$ cat src/dtb_pkg.sv
// ----------------------------------------------------------------------------
// dtb_pkg
// Shared constants, operation codes and the command type that travels from
// the front end through the command queue to the execution unit.
// ----------------------------------------------------------------------------
package dtb_pkg;

  localparam int NUM_SLOTS = 16;
  localparam int SLOT_W    = (NUM_SLOTS > 1) ? $clog2(NUM_SLOTS) : 1;
  localparam int CNT_W     = $clog2(NUM_SLOTS + 1);

  localparam int KIND_W    = 3;
  localparam int INSLOT_W  = 5;
  localparam int FOUND_W   = 5;
  localparam int DUR_W     = 32;
  localparam int NOW_W     = 48;
  localparam int DL_W      = 50;

  localparam int QDEPTH    = 2;
  localparam int QPTR_W    = (QDEPTH > 1) ? $clog2(QDEPTH) : 1;
  localparam int QCNT_W    = $clog2(QDEPTH + 1);

  localparam logic [NOW_W-1:0]   NOW_MAX   = {NOW_W{1'b1}};
  localparam logic [FOUND_W-1:0] SLOT_NONE = FOUND_W'(NUM_SLOTS);

  // Operation codes; the front end folds unused kinds and no-effect
  // commands into KIND_NOP.
  localparam logic [KIND_W-1:0] KIND_TICK    = 3'd0;
  localparam logic [KIND_W-1:0] KIND_SET_ONE = 3'd1;
  localparam logic [KIND_W-1:0] KIND_SET_ALL = 3'd2;
  localparam logic [KIND_W-1:0] KIND_QUERY   = 3'd3;
  localparam logic [KIND_W-1:0] KIND_EXPIRED = 3'd4;
  localparam logic [KIND_W-1:0] KIND_OLDEST  = 3'd5;
  localparam logic [KIND_W-1:0] KIND_NOP     = 3'd6;

  typedef struct packed {
    logic [KIND_W-1:0]       kind;
    logic                    slot_ok;
    logic [SLOT_W-1:0]       slot;
    logic signed [DUR_W-1:0] duration;
    logic                    clear;
  } cmd_t;

endpackage

$ cat src/dtb_front.sv
// ----------------------------------------------------------------------------
// dtb_front
// Input stage: takes one request, range checks the slot and folds the
// operation into a command for the queue.
// ----------------------------------------------------------------------------
module dtb_front (
  input  logic                               clk,
  input  logic                               rst_n,
  input  logic                               in_valid,
  output logic                               in_ready,
  input  logic [dtb_pkg::KIND_W-1:0]         in_kind,
  input  logic [dtb_pkg::INSLOT_W-1:0]       in_slot,
  input  logic signed [dtb_pkg::DUR_W-1:0]   in_duration,
  input  logic                               in_clear,
  output logic                               push_valid,
  input  logic                               push_ready,
  output dtb_pkg::cmd_t                      push_data
);

  logic          valid_r;
  dtb_pkg::cmd_t cmd_r;
  dtb_pkg::cmd_t cmd_nxt;
  logic          slot_ok;

  assign in_ready   = !valid_r || push_ready;
  assign push_valid = valid_r;
  assign push_data  = cmd_r;

  assign slot_ok = (in_slot < dtb_pkg::INSLOT_W'(dtb_pkg::NUM_SLOTS));

  always_comb begin
    cmd_nxt.kind     = in_kind;
    cmd_nxt.slot_ok  = slot_ok;
    cmd_nxt.slot     = in_slot[dtb_pkg::SLOT_W-1:0];
    cmd_nxt.duration = in_duration;
    cmd_nxt.clear    = in_clear;
    case (in_kind)
      dtb_pkg::KIND_TICK, dtb_pkg::KIND_SET_ALL, dtb_pkg::KIND_QUERY,
      dtb_pkg::KIND_OLDEST: begin
      end
      // out-of-range set or search start has no effect and the default answer
      dtb_pkg::KIND_SET_ONE, dtb_pkg::KIND_EXPIRED: begin
        if (!slot_ok) cmd_nxt.kind = dtb_pkg::KIND_NOP;
      end
      default: cmd_nxt.kind = dtb_pkg::KIND_NOP;
    endcase
  end

  always_ff @(posedge clk) begin
    if (!rst_n) begin
      valid_r <= 1'b0;
    end else if (in_valid && in_ready) begin
      valid_r <= 1'b1;
    end else if (push_ready) begin
      valid_r <= 1'b0;
    end
  end

  always_ff @(posedge clk) begin
    if (in_valid && in_ready) begin
      cmd_r <= cmd_nxt;
    end
  end

endmodule

$ cat src/dtb_fifo.sv
// ----------------------------------------------------------------------------
// dtb_fifo
// Short command queue between the front end and the execution unit.
// ----------------------------------------------------------------------------
module dtb_fifo (
  input  logic          clk,
  input  logic          rst_n,
  input  logic          push_valid,
  output logic          push_ready,
  input  dtb_pkg::cmd_t push_data,
  output logic          pop_valid,
  input  logic          pop_ready,
  output dtb_pkg::cmd_t pop_data
);

  dtb_pkg::cmd_t                 mem_r [dtb_pkg::QDEPTH];
  logic [dtb_pkg::QPTR_W-1:0]    wr_ptr_r;
  logic [dtb_pkg::QPTR_W-1:0]    rd_ptr_r;
  logic [dtb_pkg::QCNT_W-1:0]    count_r;
  logic                          do_push;
  logic                          do_pop;

  assign push_ready = (count_r != dtb_pkg::QCNT_W'(dtb_pkg::QDEPTH));
  assign pop_valid  = (count_r != '0);
  assign pop_data   = mem_r[rd_ptr_r];
  assign do_push    = push_valid && push_ready;
  assign do_pop     = pop_valid && pop_ready;

  always_ff @(posedge clk) begin
    if (!rst_n) begin
      wr_ptr_r <= '0;
      rd_ptr_r <= '0;
      count_r  <= '0;
    end else begin
      if (do_push) begin
        wr_ptr_r <= (wr_ptr_r == dtb_pkg::QPTR_W'(dtb_pkg::QDEPTH - 1)) ? '0 : wr_ptr_r + 1'b1;
      end
      if (do_pop) begin
        rd_ptr_r <= (rd_ptr_r == dtb_pkg::QPTR_W'(dtb_pkg::QDEPTH - 1)) ? '0 : rd_ptr_r + 1'b1;
      end
      if (do_push && !do_pop) begin
        count_r <= count_r + 1'b1;
      end else if (do_pop && !do_push) begin
        count_r <= count_r - 1'b1;
      end
    end
  end

  always_ff @(posedge clk) begin
    if (do_push) begin
      mem_r[wr_ptr_r] <= push_data;
    end
  end

  a_count_bound: assert property (@(posedge clk) disable iff (!rst_n)
    count_r <= dtb_pkg::QCNT_W'(dtb_pkg::QDEPTH))
    else $error("command queue overfilled");

endmodule

$ cat src/dtb_back.sv
// ----------------------------------------------------------------------------
// dtb_back
// Execution unit: owns the tick count and slot state, runs one command at a
// time, scans the slots one per cycle for searches and holds the result.
// ----------------------------------------------------------------------------
module dtb_back (
  input  logic                              clk,
  input  logic                              rst_n,
  input  logic                              cmd_valid,
  output logic                              cmd_ready,
  input  dtb_pkg::cmd_t                     cmd,
  output logic                              out_valid,
  input  logic                              out_ready,
  output logic [dtb_pkg::FOUND_W-1:0]       out_found_slot,
  output logic signed [dtb_pkg::DL_W-1:0]   out_remaining,
  output logic                              out_is_cleared
);

  localparam logic [1:0] ST_IDLE = 2'd0;
  localparam logic [1:0] ST_SCAN = 2'd1;
  localparam logic [1:0] ST_DONE = 2'd2;

  localparam int DL_W   = dtb_pkg::DL_W;
  localparam int SLOT_W = dtb_pkg::SLOT_W;

  logic [1:0]                       state_r, state_nxt;
  logic [dtb_pkg::NOW_W-1:0]        now_r;
  logic [dtb_pkg::NUM_SLOTS-1:0]    off_r;
  logic signed [DL_W-1:0]           deadline_r [dtb_pkg::NUM_SLOTS];

  logic [SLOT_W-1:0]                idx_r;
  logic [dtb_pkg::CNT_W-1:0]        cnt_r;
  logic                             oldest_r;
  logic [dtb_pkg::FOUND_W-1:0]      found_r;
  logic signed [DL_W-1:0]           best_r;

  logic                             out_valid_r;
  logic [dtb_pkg::FOUND_W-1:0]      out_found_r;
  logic signed [DL_W-1:0]           out_rem_r;
  logic                             out_clr_r;

  logic                             out_free;
  logic                             pop;
  logic [SLOT_W-1:0]                rd_idx;
  logic signed [DL_W-1:0]           rd_dl;
  logic signed [DL_W-1:0]           now_ext;
  logic signed [DL_W-1:0]           target;
  logic signed [DL_W-1:0]           rem_calc;
  logic                             rd_expired;
  logic                             found_none;
  logic                             load_out;
  logic [dtb_pkg::FOUND_W-1:0]      res_found;
  logic signed [DL_W-1:0]           res_rem;
  logic                             res_clr;

  assign out_free   = !out_valid_r || out_ready;
  assign cmd_ready  = (state_r == ST_IDLE) && out_free;
  assign pop        = cmd_valid && cmd_ready;

  assign rd_idx     = (state_r == ST_SCAN) ? idx_r : cmd.slot;
  assign rd_dl      = deadline_r[rd_idx];
  assign now_ext    = $signed({2'b00, now_r});
  assign target     = now_ext + {{(DL_W - dtb_pkg::DUR_W){cmd.duration[dtb_pkg::DUR_W-1]}},
                                 cmd.duration};
  assign rem_calc   = rd_dl - now_ext;
  assign rd_expired = !off_r[rd_idx] && (rd_dl <= now_ext);
  assign found_none = (found_r == dtb_pkg::SLOT_NONE);

  always_comb begin
    state_nxt = state_r;
    load_out  = 1'b0;
    res_found = dtb_pkg::SLOT_NONE;
    res_rem   = '0;
    res_clr   = 1'b0;
    case (state_r)
      ST_IDLE: begin
        if (pop) begin
          case (cmd.kind)
            dtb_pkg::KIND_EXPIRED, dtb_pkg::KIND_OLDEST: state_nxt = ST_SCAN;
            dtb_pkg::KIND_QUERY: begin
              load_out = 1'b1;
              if (!cmd.slot_ok || off_r[cmd.slot]) begin
                res_clr = 1'b1;
              end else begin
                res_rem = rem_calc;
              end
            end
            default: load_out = 1'b1;
          endcase
        end
      end
      ST_SCAN: begin
        if (cnt_r == dtb_pkg::CNT_W'(dtb_pkg::NUM_SLOTS - 1)) state_nxt = ST_DONE;
      end
      ST_DONE: begin
        if (out_free) begin
          load_out  = 1'b1;
          res_found = found_r;
          state_nxt = ST_IDLE;
        end
      end
      default: state_nxt = ST_IDLE;
    endcase
  end

  always_ff @(posedge clk) begin
    if (!rst_n) begin
      state_r     <= ST_IDLE;
      out_valid_r <= 1'b0;
      now_r       <= '0;
      off_r       <= '1;
    end else begin
      state_r <= state_nxt;
      if (load_out) begin
        out_valid_r <= 1'b1;
      end else if (out_ready) begin
        out_valid_r <= 1'b0;
      end
      if (pop) begin
        case (cmd.kind)
          dtb_pkg::KIND_TICK: begin
            if (now_r != dtb_pkg::NOW_MAX) now_r <= now_r + 1'b1;
          end
          dtb_pkg::KIND_SET_ONE: off_r[cmd.slot] <= cmd.clear;
          dtb_pkg::KIND_SET_ALL: off_r <= {dtb_pkg::NUM_SLOTS{cmd.clear}};
          default: begin
          end
        endcase
      end
    end
  end

  // Deadline store: written only when a slot is armed.
  always_ff @(posedge clk) begin
    if (pop && !cmd.clear) begin
      case (cmd.kind)
        dtb_pkg::KIND_SET_ONE: deadline_r[cmd.slot] <= target;
        dtb_pkg::KIND_SET_ALL: begin
          for (int i = 0; i < dtb_pkg::NUM_SLOTS; i++) deadline_r[i] <= target;
        end
        default: begin
        end
      endcase
    end
  end

  // Search walker: one slot per cycle.
  always_ff @(posedge clk) begin
    if (pop) begin
      idx_r    <= (cmd.kind == dtb_pkg::KIND_EXPIRED) ? cmd.slot : '0;
      oldest_r <= (cmd.kind == dtb_pkg::KIND_OLDEST);
      cnt_r    <= '0;
      found_r  <= dtb_pkg::SLOT_NONE;
    end else if (state_r == ST_SCAN) begin
      idx_r <= (idx_r == SLOT_W'(dtb_pkg::NUM_SLOTS - 1)) ? '0 : idx_r + 1'b1;
      cnt_r <= cnt_r + 1'b1;
      if (oldest_r) begin
        if (!off_r[idx_r] && (found_none || rd_dl < best_r)) begin
          found_r <= dtb_pkg::FOUND_W'(idx_r);
          best_r  <= rd_dl;
        end
      end else if (found_none && rd_expired) begin
        found_r <= dtb_pkg::FOUND_W'(idx_r);
      end
    end
  end

  always_ff @(posedge clk) begin
    if (load_out) begin
      out_found_r <= res_found;
      out_rem_r   <= res_rem;
      out_clr_r   <= res_clr;
    end
  end

  assign out_valid      = out_valid_r;
  assign out_found_slot = out_found_r;
  assign out_remaining  = out_rem_r;
  assign out_is_cleared = out_clr_r;

  a_scan_count: assert property (@(posedge clk) disable iff (!rst_n)
    (state_r == ST_SCAN) |-> (cnt_r < dtb_pkg::CNT_W'(dtb_pkg::NUM_SLOTS)))
    else $error("slot scan ran past the last slot");

  a_found_armed: assert property (@(posedge clk) disable iff (!rst_n)
    (state_r == ST_DONE && !found_none) |-> !off_r[found_r[SLOT_W-1:0]])
    else $error("search answered a cleared slot");

  a_now_monotonic: assert property (@(posedge clk) disable iff (!rst_n)
    $past(rst_n) |-> (now_r >= $past(now_r)))
    else $error("tick count went backward");

  a_result_in_idle: assert property (@(posedge clk) disable iff (!rst_n)
    load_out |=> (state_r == ST_IDLE))
    else $error("result loaded while a command was still running");

endmodule

$ cat src/deadline_timer_bank.sv
// ----------------------------------------------------------------------------
// deadline_timer_bank
// Bank of deadline timers on a saturating tick count that tick commands advance.
// ----------------------------------------------------------------------------
// Each request gives exactly one result. A request goes through an input
// register, a two-entry command queue and the execution unit; tick, set and
// query commands finish as the execution unit takes them and stream at one
// per cycle when results are taken at once, passing the input register, the
// queue and the result register. The two searches walk the slots one per
// cycle through the execution unit and hold it until the result is loaded;
// meanwhile the queue and input register keep taking up to three more
// requests. Slot deadlines are not reset: all slots come up cleared, and
// a deadline is only read once its slot has been armed.
module deadline_timer_bank (
  input  logic                              clk,
  input  logic                              rst_n,
  input  logic                              in_valid,
  output logic                              in_ready,
  input  logic [dtb_pkg::KIND_W-1:0]        in_kind,
  input  logic [dtb_pkg::INSLOT_W-1:0]      in_slot,
  input  logic signed [dtb_pkg::DUR_W-1:0]  in_duration,
  input  logic                              in_clear,
  output logic                              out_valid,
  input  logic                              out_ready,
  output logic [dtb_pkg::FOUND_W-1:0]       out_found_slot,
  output logic signed [dtb_pkg::DL_W-1:0]   out_remaining,
  output logic                              out_is_cleared
);

  logic          push_valid;
  logic          push_ready;
  dtb_pkg::cmd_t push_data;
  logic          cmd_valid;
  logic          cmd_ready;
  dtb_pkg::cmd_t cmd;

  dtb_front u_front (
    .clk         (clk),
    .rst_n       (rst_n),
    .in_valid    (in_valid),
    .in_ready    (in_ready),
    .in_kind     (in_kind),
    .in_slot     (in_slot),
    .in_duration (in_duration),
    .in_clear    (in_clear),
    .push_valid  (push_valid),
    .push_ready  (push_ready),
    .push_data   (push_data)
  );

  dtb_fifo u_fifo (
    .clk        (clk),
    .rst_n      (rst_n),
    .push_valid (push_valid),
    .push_ready (push_ready),
    .push_data  (push_data),
    .pop_valid  (cmd_valid),
    .pop_ready  (cmd_ready),
    .pop_data   (cmd)
  );

  dtb_back u_back (
    .clk            (clk),
    .rst_n          (rst_n),
    .cmd_valid      (cmd_valid),
    .cmd_ready      (cmd_ready),
    .cmd            (cmd),
    .out_valid      (out_valid),
    .out_ready      (out_ready),
    .out_found_slot (out_found_slot),
    .out_remaining  (out_remaining),
    .out_is_cleared (out_is_cleared)
  );

endmodule
$ cat config.mk
export PLATFORM = sky130hd
export DESIGN_NAME = deadline_timer_bank
export DESIGN_NICKNAME = d
export VERILOG_FILES = /design/src/dtb_pkg.sv /design/src/dtb_front.sv /design/src/dtb_fifo.sv /design/src/dtb_back.sv /design/src/deadline_timer_bank.sv
export SDC_FILE = /design/constraint.sdc
export NUM_CORES = 2
export LEC_CHECK = 0
export BUFFER_PORTS_ARGS = -buffer_cell sky130_fd_sc_hd__buf_4
export CAP_MARGIN = 40
export CORE_MARGIN = 2
export CORE_UTILIZATION = 35
export DETAILED_ROUTE_END_ITERATION = 10
export HOLD_SLACK_MARGIN = 0.12
export PLACE_DENSITY = 0.56
export SLEW_MARGIN = 30
export SYNTH_ARGS = -nofsm -noshare
export SYNTH_HDL_FRONTEND = slang
export SYNTH_SLANG_ARGS = --single-unit
export TNS_END_PERCENT = 1
$ cat constraint.sdc
create_clock -name clk -period 15.6 [get_ports clk]
set_input_delay 2.34 -clock clk [delete_from_list [all_inputs] [get_ports clk]]
set_output_delay 2.34 -clock clk [all_outputs]
set_load 0.02 [all_outputs]
---- Word level (Yosys, flattened, before mapping) ----
Memories as Yosys holds them, arrays and structs flattened. A register that Yosys moved wholly into a read port is not among the register bits.
Cells that the tools add are included.
cells by class
  $add $sub $neg .......................... 9
  magnitude comparators ................... 7
  equal/unequal tests ..................... 22
  multiplexer cells ....................... 51
  bitwise operators ....................... 3
  reduce and logical (&&, ||, !) cells .... 45
operator list
  operator               number
  $add 49x32->50         1
  $le 50x49->1           1
  $lt 50x50->1           1
  $mux 50                1
  $reduce_or 50->1       1
  $sub 50x49->50         1
  $add 48x1->48 const B  1
  $ne 48x48->1 const B   1
  $pmux 16 s2            1
  $mux 1                 25
  $mux 4                 6
  $bwmux 16              1
  $lt 4x5->1 const B     3
  $mux 5                 3
  $reduce_bool 2->1      7
  $bmux 1 s4             3
  $eq 3x2->1 const B     4
  $eq 3x3->1 const B     4
  $mux 2                 6
  $logic_and 1x1->1      11
  $reduce_and 3->1       3
  $logic_not 1->1        8
  $reduce_and 4->1       2
  $reduce_or 4->1        2
  26 further kinds       40
word-level totals
  bits in registers ....................... 234
  RAM bits ................................ 882
  memories kept ........................... 2
memories
  memory             words  bits a word  read ports  clocked after Yosys merged registers in  wr ports  line            RTL
  u_back.deadline_r  16     50           1           0                                        16        dtb_back.sv:29  logic signed [DL_W-1:0] deadline_r [dtb_pkg::NUM_SLOTS];
  u_fifo.mem_r       2      41           1           1                                        1         dtb_fifo.sv:16  dtb_pkg::cmd_t mem_r [dtb_pkg::QDEPTH];

---- Longest topological paths before layout ----
  depth in word-level cells ............... 9
  mapped depth ............................ 24
  gate-level depth less buffers ........... 19

---- Modules after synthesis ----
Synthesis repeated with hierarchy kept, for this count alone.
unflattened totals
  cells, all modules ...................... 3210
  area total of the unflattened synthesis .. 49351.1 µm²
modules (own cells, without submodules)
  module     times used  cells each  area an instance (µm²)  sequential area each (µm²)
  dtb_back   1           3005        44829.2                 28897.7
  dtb_fifo   1           152         3191.8                  2562.5
  dtb_front  1           53          1330.0                  1251.2

---- Worst setup path after synthesis ----
Ideal clock, no wire load.
  kind .................................... input to register
  start point ............................. in out_ready
  end point ............................... mem u_back.deadline_r[10][0], enable pin
  setup time .............................. 458 ps
  arrival time ............................ 5825 ps
  data required time ...................... 15142 ps
  setup slack ............................. 9317 ps
  stages .................................. 6
  cells stage by stage .................... nor2b_1 > or4_4 > a211oi_1 > clkbuf_1 > o21ai_0 > nor2_1
RTL lines
  item         line                       RTL
  from (decl)  deadline_timer_bank.sv:24  input logic out_ready,
  to (decl)    dtb_back.sv:29

---- Worst setup path in the final report ----
  start point ............................. reg u_back.state_r[1]
  end point ............................... reg u_back.best_r[24], enable pin
between the ends
  word-level cells in the longest chain between the ends .. 7
RTL lines
  item                               line             RTL
  from (decl)                        dtb_back.sv:26   logic [1:0] state_r, state_nxt;
  from (signal assigned)             dtb_back.sv:113  state_r <= state_nxt;
  $eq 2x1->1                         dtb_back.sv:60   assign rd_idx = (state_r == ST_SCAN) ? idx_r : cmd.slot;
  $mux 4                             dtb_back.sv:60
  $mem_v2 16x50                      -
  via u_back.rd_dl[31]               dtb_back.sv:45   logic signed [DL_W-1:0] rd_dl;
  $lt 50x50->1                       dtb_back.sv:158  if (!off_r[idx_r] && (found_none || rd_dl < best_r)) begin
  $logic_or 1x1->1                   dtb_back.sv:158
  $logic_and 1x1->1                  dtb_back.sv:158
  $reduce_and 4->1 (no source line)  -
  to (signal assigned)               dtb_back.sv:160  best_r <= rd_dl;
  to (decl)                          dtb_back.sv:35   logic signed [DL_W-1:0] best_r;
The timed path passes the listed nets, and every way through them passes these cells.
A chain may end at the register's enable or synchronous reset.

==> summary by stage <==
Outcome
The run finished with clean final reports.

Clock network
For the worst-skew pair, the clock arrives at the later sink with an insertion delay of 0.74 ns. CTS built an H-tree with a depth of 3. The post-CTS clock slew at the launch and capture registers of the worst setup and hold paths is 0.06 ns.

Counting the buffers created by CTS gives 116. TritonCTS built the clock tree. The clock tree root driver cell is sky130_fd_sc_hd__clkbuf_16. The total number of clock tree sinks is 1117.

The number of buffers inserted by post-CTS setup repair is 0. The clock passes through at most 3 buffers. The number of gates resized after cts is 0. The number of buffers added to fix hold violations after cts is 0.

Floorplan
The starting density of the core is 35.4%. Measured along the y axis, the die boundary spans 380 um. The row count is 137. The number of placed I/O pins is 103. In this run the standard cell core region covers 0.140 mm2. The die outline area is 0.144 mm2. From left edge to right edge, the die measures 380 um.

Synth
The predominant post-synthesis flop cell is sky130_fd_sc_hd__edfxtp_1. The flip-flop and latch count after synthesis is 1117. The count of unique library cells instantiated by Yosys is 91. The proportion of synthesized chip area in sequential cells is 66.1%.

Of all flip-flops after synthesis, the portion carrying an async set or reset was 0%. The number of nets in the synthesized netlist is 3338. The number of flops mapped to enable cells by yosys is 1034. In this run the cell area of the synthesized design comes to 0.0495 mm2.

The synthesis warning total is 0. Each instance of the synthesized netlist takes up on average 15.8 um2. The cell count after synthesis is 3140.

Power and ir drop
The leakage power is 19.4 nW. Power comes to 10.3 mW. The total power divided by cell area is 181 mW/mm2. IR analysis of the VDD net gives a maximum drop of 116 uV.

Detailed routing
The count of antenna-violating nets left after detailed routing is 0. The via count is 28000. In this run, the number of DRC markers left after iteration 0 of detailed routing was 2602.

After detailed routing, the number of remaining DRC violations is 0. The detail-routed via count per cell is 5.28. The per-cell routed wire length is 24.2 um. The final layout contains routed wiring with a total length of 128000 um. The first detailed-routing pass took 6 iterations.

Critical path
The endpoint of the lowest-slack register-to-register path is u_back.best_r[24]$_DFFE_PP_. The signal on the critical path passes through nand2b_1 > buf_4 > mux2_8 > buf_12 > mux4_2 > nor2b_1 > a211oi_1 > a21oi_1 > ha_1 > and4_1 > a221o_1 > a2111o_1 > a211oi_1 > o311ai_1 > o21ai_0 > or3b_1 > inv_2 > buf_4. The critical-path maximum fanout is 86. Measured in cells, the most critical reg-to-reg path has a length of 18. On the critical path, the stage with the largest delay is an instance of sky130_fd_sc_hd__mux2_8. The data arrival time at the worst-slack endpoint is 8.21 ns. In this run the worst setup path begins at u_back.state_r[1]$_SDFFE_PN0P_. The maximum single-stage delay on the critical path is 0.63 ns. STA classifies the critical path startpoint as a register. By startpoint and endpoint, the worst setup path is classified as register to register.

The reg2reg setup slack is 7.77 ns. In this run the worst setup path terminates at u_back.best_r[24]$_DFFE_PP_. The category of the worst setup path capture point is a register.

The worst path required time is 15.98 ns. The startpoint of the worst-slack reg-to-reg timing path is u_back.state_r[1]$_SDFFE_PN0P_.

Timing
The maximum clock rate is 128 MHz. The total negative slack is 0 ns. The clock skew after layout is 0.0351 ns.

In this run the tightest slew margin relative to its limit is 41.3%. The number of endpoints with negative hold slack in the final report is 0. The final setup violation count is 0.

At the pin with the least slew margin, the transition time is 0.869 ns. Setup repair after global routing left no endpoint under its margin. The shortest period the worst path allows is 7.83 ns. The total count of max-transition violations in the final report is 0. The ratio of final minimum period to clock period is 50.2%.

Finish
The fraction of layout instances using a drive strength above 1 is 20.0%. Relative to the synthesized area, the layout overhead comes to 14.9%. For this run, the post-layout net count is 3519.

The number of fill cells in the layout is 12800. At the end of the flow the core is filled with cells to 40.6%.

Placed design
The congestion estimate from routability-driven global placement came to 0.869. Summed over all nets, the half-perimeter wirelength after detailed placement is 81000 um. The number of buffers inserted by port buffering is 102.

Hold path
The path category of the worst min-delay check is register to register.

Global route
The global routing usage summed across all routing layers is 17.4%. The largest net degree at the start of global routing is 87. The wire length of the first global-routing pass is 187000 um. The initial antenna violation count is 4. The total overflow left after global routing is 0. The number of global-route vias before repair came to 27500.

Run
The max capacitance violation total is 0.
==> placed cells by master, fill, tap and decap left out, types with 34 or more instances in the layout <==
master	synthesis	final
sky130_fd_sc_hd__a211oi_1	65	65
sky130_fd_sc_hd__a21o_1	63	62
sky130_fd_sc_hd__a21oi_1	155	155
sky130_fd_sc_hd__and2_1	58	57
sky130_fd_sc_hd__buf_4	2	167
sky130_fd_sc_hd__clkbuf_16	0	118
sky130_fd_sc_hd__dfxtp_1	83	82
sky130_fd_sc_hd__edfxtp_1	1034	1034
sky130_fd_sc_hd__ha_1	151	151
sky130_fd_sc_hd__inv_1	139	139
sky130_fd_sc_hd__mux2_2	34	34
sky130_fd_sc_hd__mux2i_1	78	77
sky130_fd_sc_hd__mux4_2	209	209
sky130_fd_sc_hd__nand2_1	129	129
sky130_fd_sc_hd__nand3_1	45	45
sky130_fd_sc_hd__nor2_1	155	138
sky130_fd_sc_hd__nor2b_1	65	65
sky130_fd_sc_hd__o21ai_0	95	95
sky130_fd_sc_hd__xnor2_1	95	80
==> final cells by class <==
cell class | instances | area (um2) | area share, %
antenna | 1 | 2.50 | 0.00440
timing repair buffer | 188 | 1530 | 2.69
clock inverter | 71 | 601 | 1.06
clock buffer | 145 | 3100 | 5.46
sequential | 1117 | 32700 | 57.6
tap | 1876 | 2350 | 4.13
inverter | 141 | 529 | 0.931
multi-input combinational | 1757 | 16000 | 28.2
==> per-stage QoR <==
step           cell area [um2]  cells  setup slack, ns  hold WS, ns
2_1_floorplan            49500   3140             9.32        0.421
3_3_place_gp             52700   5056             7.21        0.424
3_5_place_dp             53000   5074             7.56        0.431
4_1_cts                  56700   5290             7.53        0.444
5_1_grt                  56800   5295             7.27        0.456
6_report                 56800   5296             7.77        0.443
==> where the power goes <==
group          leakage, nW  switching (mW)  total (mW)  internal, mW
combinational         7.51            2.40        3.82          1.42
clock                 1.81            1.16        2.71          1.55
sequential            10.0          0.0796        3.79          3.71
total                 19.4            3.63        10.3          6.68
==> worst min path at each step <==
stage / cells after the start / to / from
global placement: 0 / u_fifo.mem_r[1][7]$_DFFE_PP_ / u_front.push_data[7]$_DFFE_PP_
finish: 0 / u_fifo.mem_r[1][15]$_DFFE_PP_ / u_front.push_data[15]$_DFFE_PP_
detailed placement: 0 / u_fifo.mem_r[0][15]$_DFFE_PP_ / u_front.push_data[15]$_DFFE_PP_
floorplan: 0 / u_fifo.mem_r[0][0]$_DFFE_PP_ / u_front.push_data[0]$_DFFE_PP_
CTS: 0 / u_fifo.mem_r[1][32]$_DFFE_PP_ / u_front.push_data[32]$_DFFE_PP_
global route: 0 / u_fifo.mem_r[0][32]$_DFFE_PP_ / u_front.push_data[32]$_DFFE_PP_
==> sequential cells by signal, summed over array words and instances (netlist names), named ones only <==
register,flops
u_back.out_remaining,50
u_fifo.rd_ptr_r,1
u_back.found_r,5
u_back.state_r,2
u_fifo.wr_ptr_r,1
u_front.push_data,41
u_back.cnt_r,5
u_fifo.mem_r,82
u_back.off_r,16
u_back.idx_r,4
u_fifo.count_r,2
u_back.out_valid,1
u_back.out_is_cleared,1
u_front.push_valid,1
u_back.deadline_r,800
u_back.out_found_slot,5
u_back.oldest_r,1
u_back.best_r,50
u_back.now_r,48
==> cell families after synthesis <==
| family | count (synthesis) | synth area share [%] |
|---|---|---|
| DFF | 1117 | 66.1 |
| and+or+nand+nor | 615 | 6.38 |
| AOI/OAI and AO/OA | 527 | 6.93 |
| muxes | 328 | 12.1 |
| buffers and inverters | 266 | 2.21 |
| adders and majority gates | 153 | 3.90 |
| xor gates and xnor gates | 134 | 2.37 |
==> worst max-delay path, delay by kind of cell, from the launching register on <==
family          cells  cell delay, ns
compound gates      7            2.13
fa+ha+maj           1            0.38
buf+inv             4            1.98
flops               1            0.51
mux                 2            1.21
simple gates        4            0.99
==> cells in the mapped netlist (all sizes together), types with 11 or more instances <==
| cell type | count | area share [%] |
|---|---|---|
| a21oi | 156 | 1.6 |
| xnor2 | 95 | 1.7 |
| a211oi | 66 | 1.0 |
| nand3 | 46 | 0.48 |
| nor2b | 65 | 0.82 |
| nand2 | 129 | 0.98 |
| and3 | 20 | 0.25 |
| clkbuf | 72 | 0.55 |
| dfxtp | 83 | 3.4 |
| a21o | 63 | 0.96 |
| buf | 53 | 0.59 |
| edfxtp | 1034 | 63 |
| o21a | 12 | 0.18 |
| nand4 | 29 | 0.37 |
| o211ai | 11 | 0.17 |
| or3 | 12 | 0.15 |
| and2 | 59 | 0.75 |
| mux2 | 39 | 0.93 |
| nor2 | 155 | 1.2 |
| nor3 | 34 | 0.37 |
| nor4 | 12 | 0.18 |
| mux2i | 80 | 1.7 |
| inv | 141 | 1.1 |
| mux4 | 209 | 9.5 |
| o21bai | 12 | 0.18 |
| ha | 151 | 3.8 |
| o21ai | 101 | 1.0 |
| xor2 | 39 | 0.69 |
| nand2b | 18 | 0.24 |
| a31oi | 21 | 0.27 |
==> metal layers <==
metal | GRT usage [%] | wire, um | vias to the layer above
met4 | 4.65 | 2870 | 0
met1 | 24.0 | 57500 | 14400
met5 | 0 | 0 | -
li1 | - | - | 12700
met2 | 29.1 | 62100 | 701
met3 | 2.41 | 5650 | 173
Note: power is estimated with default switching activity, not from simulation.
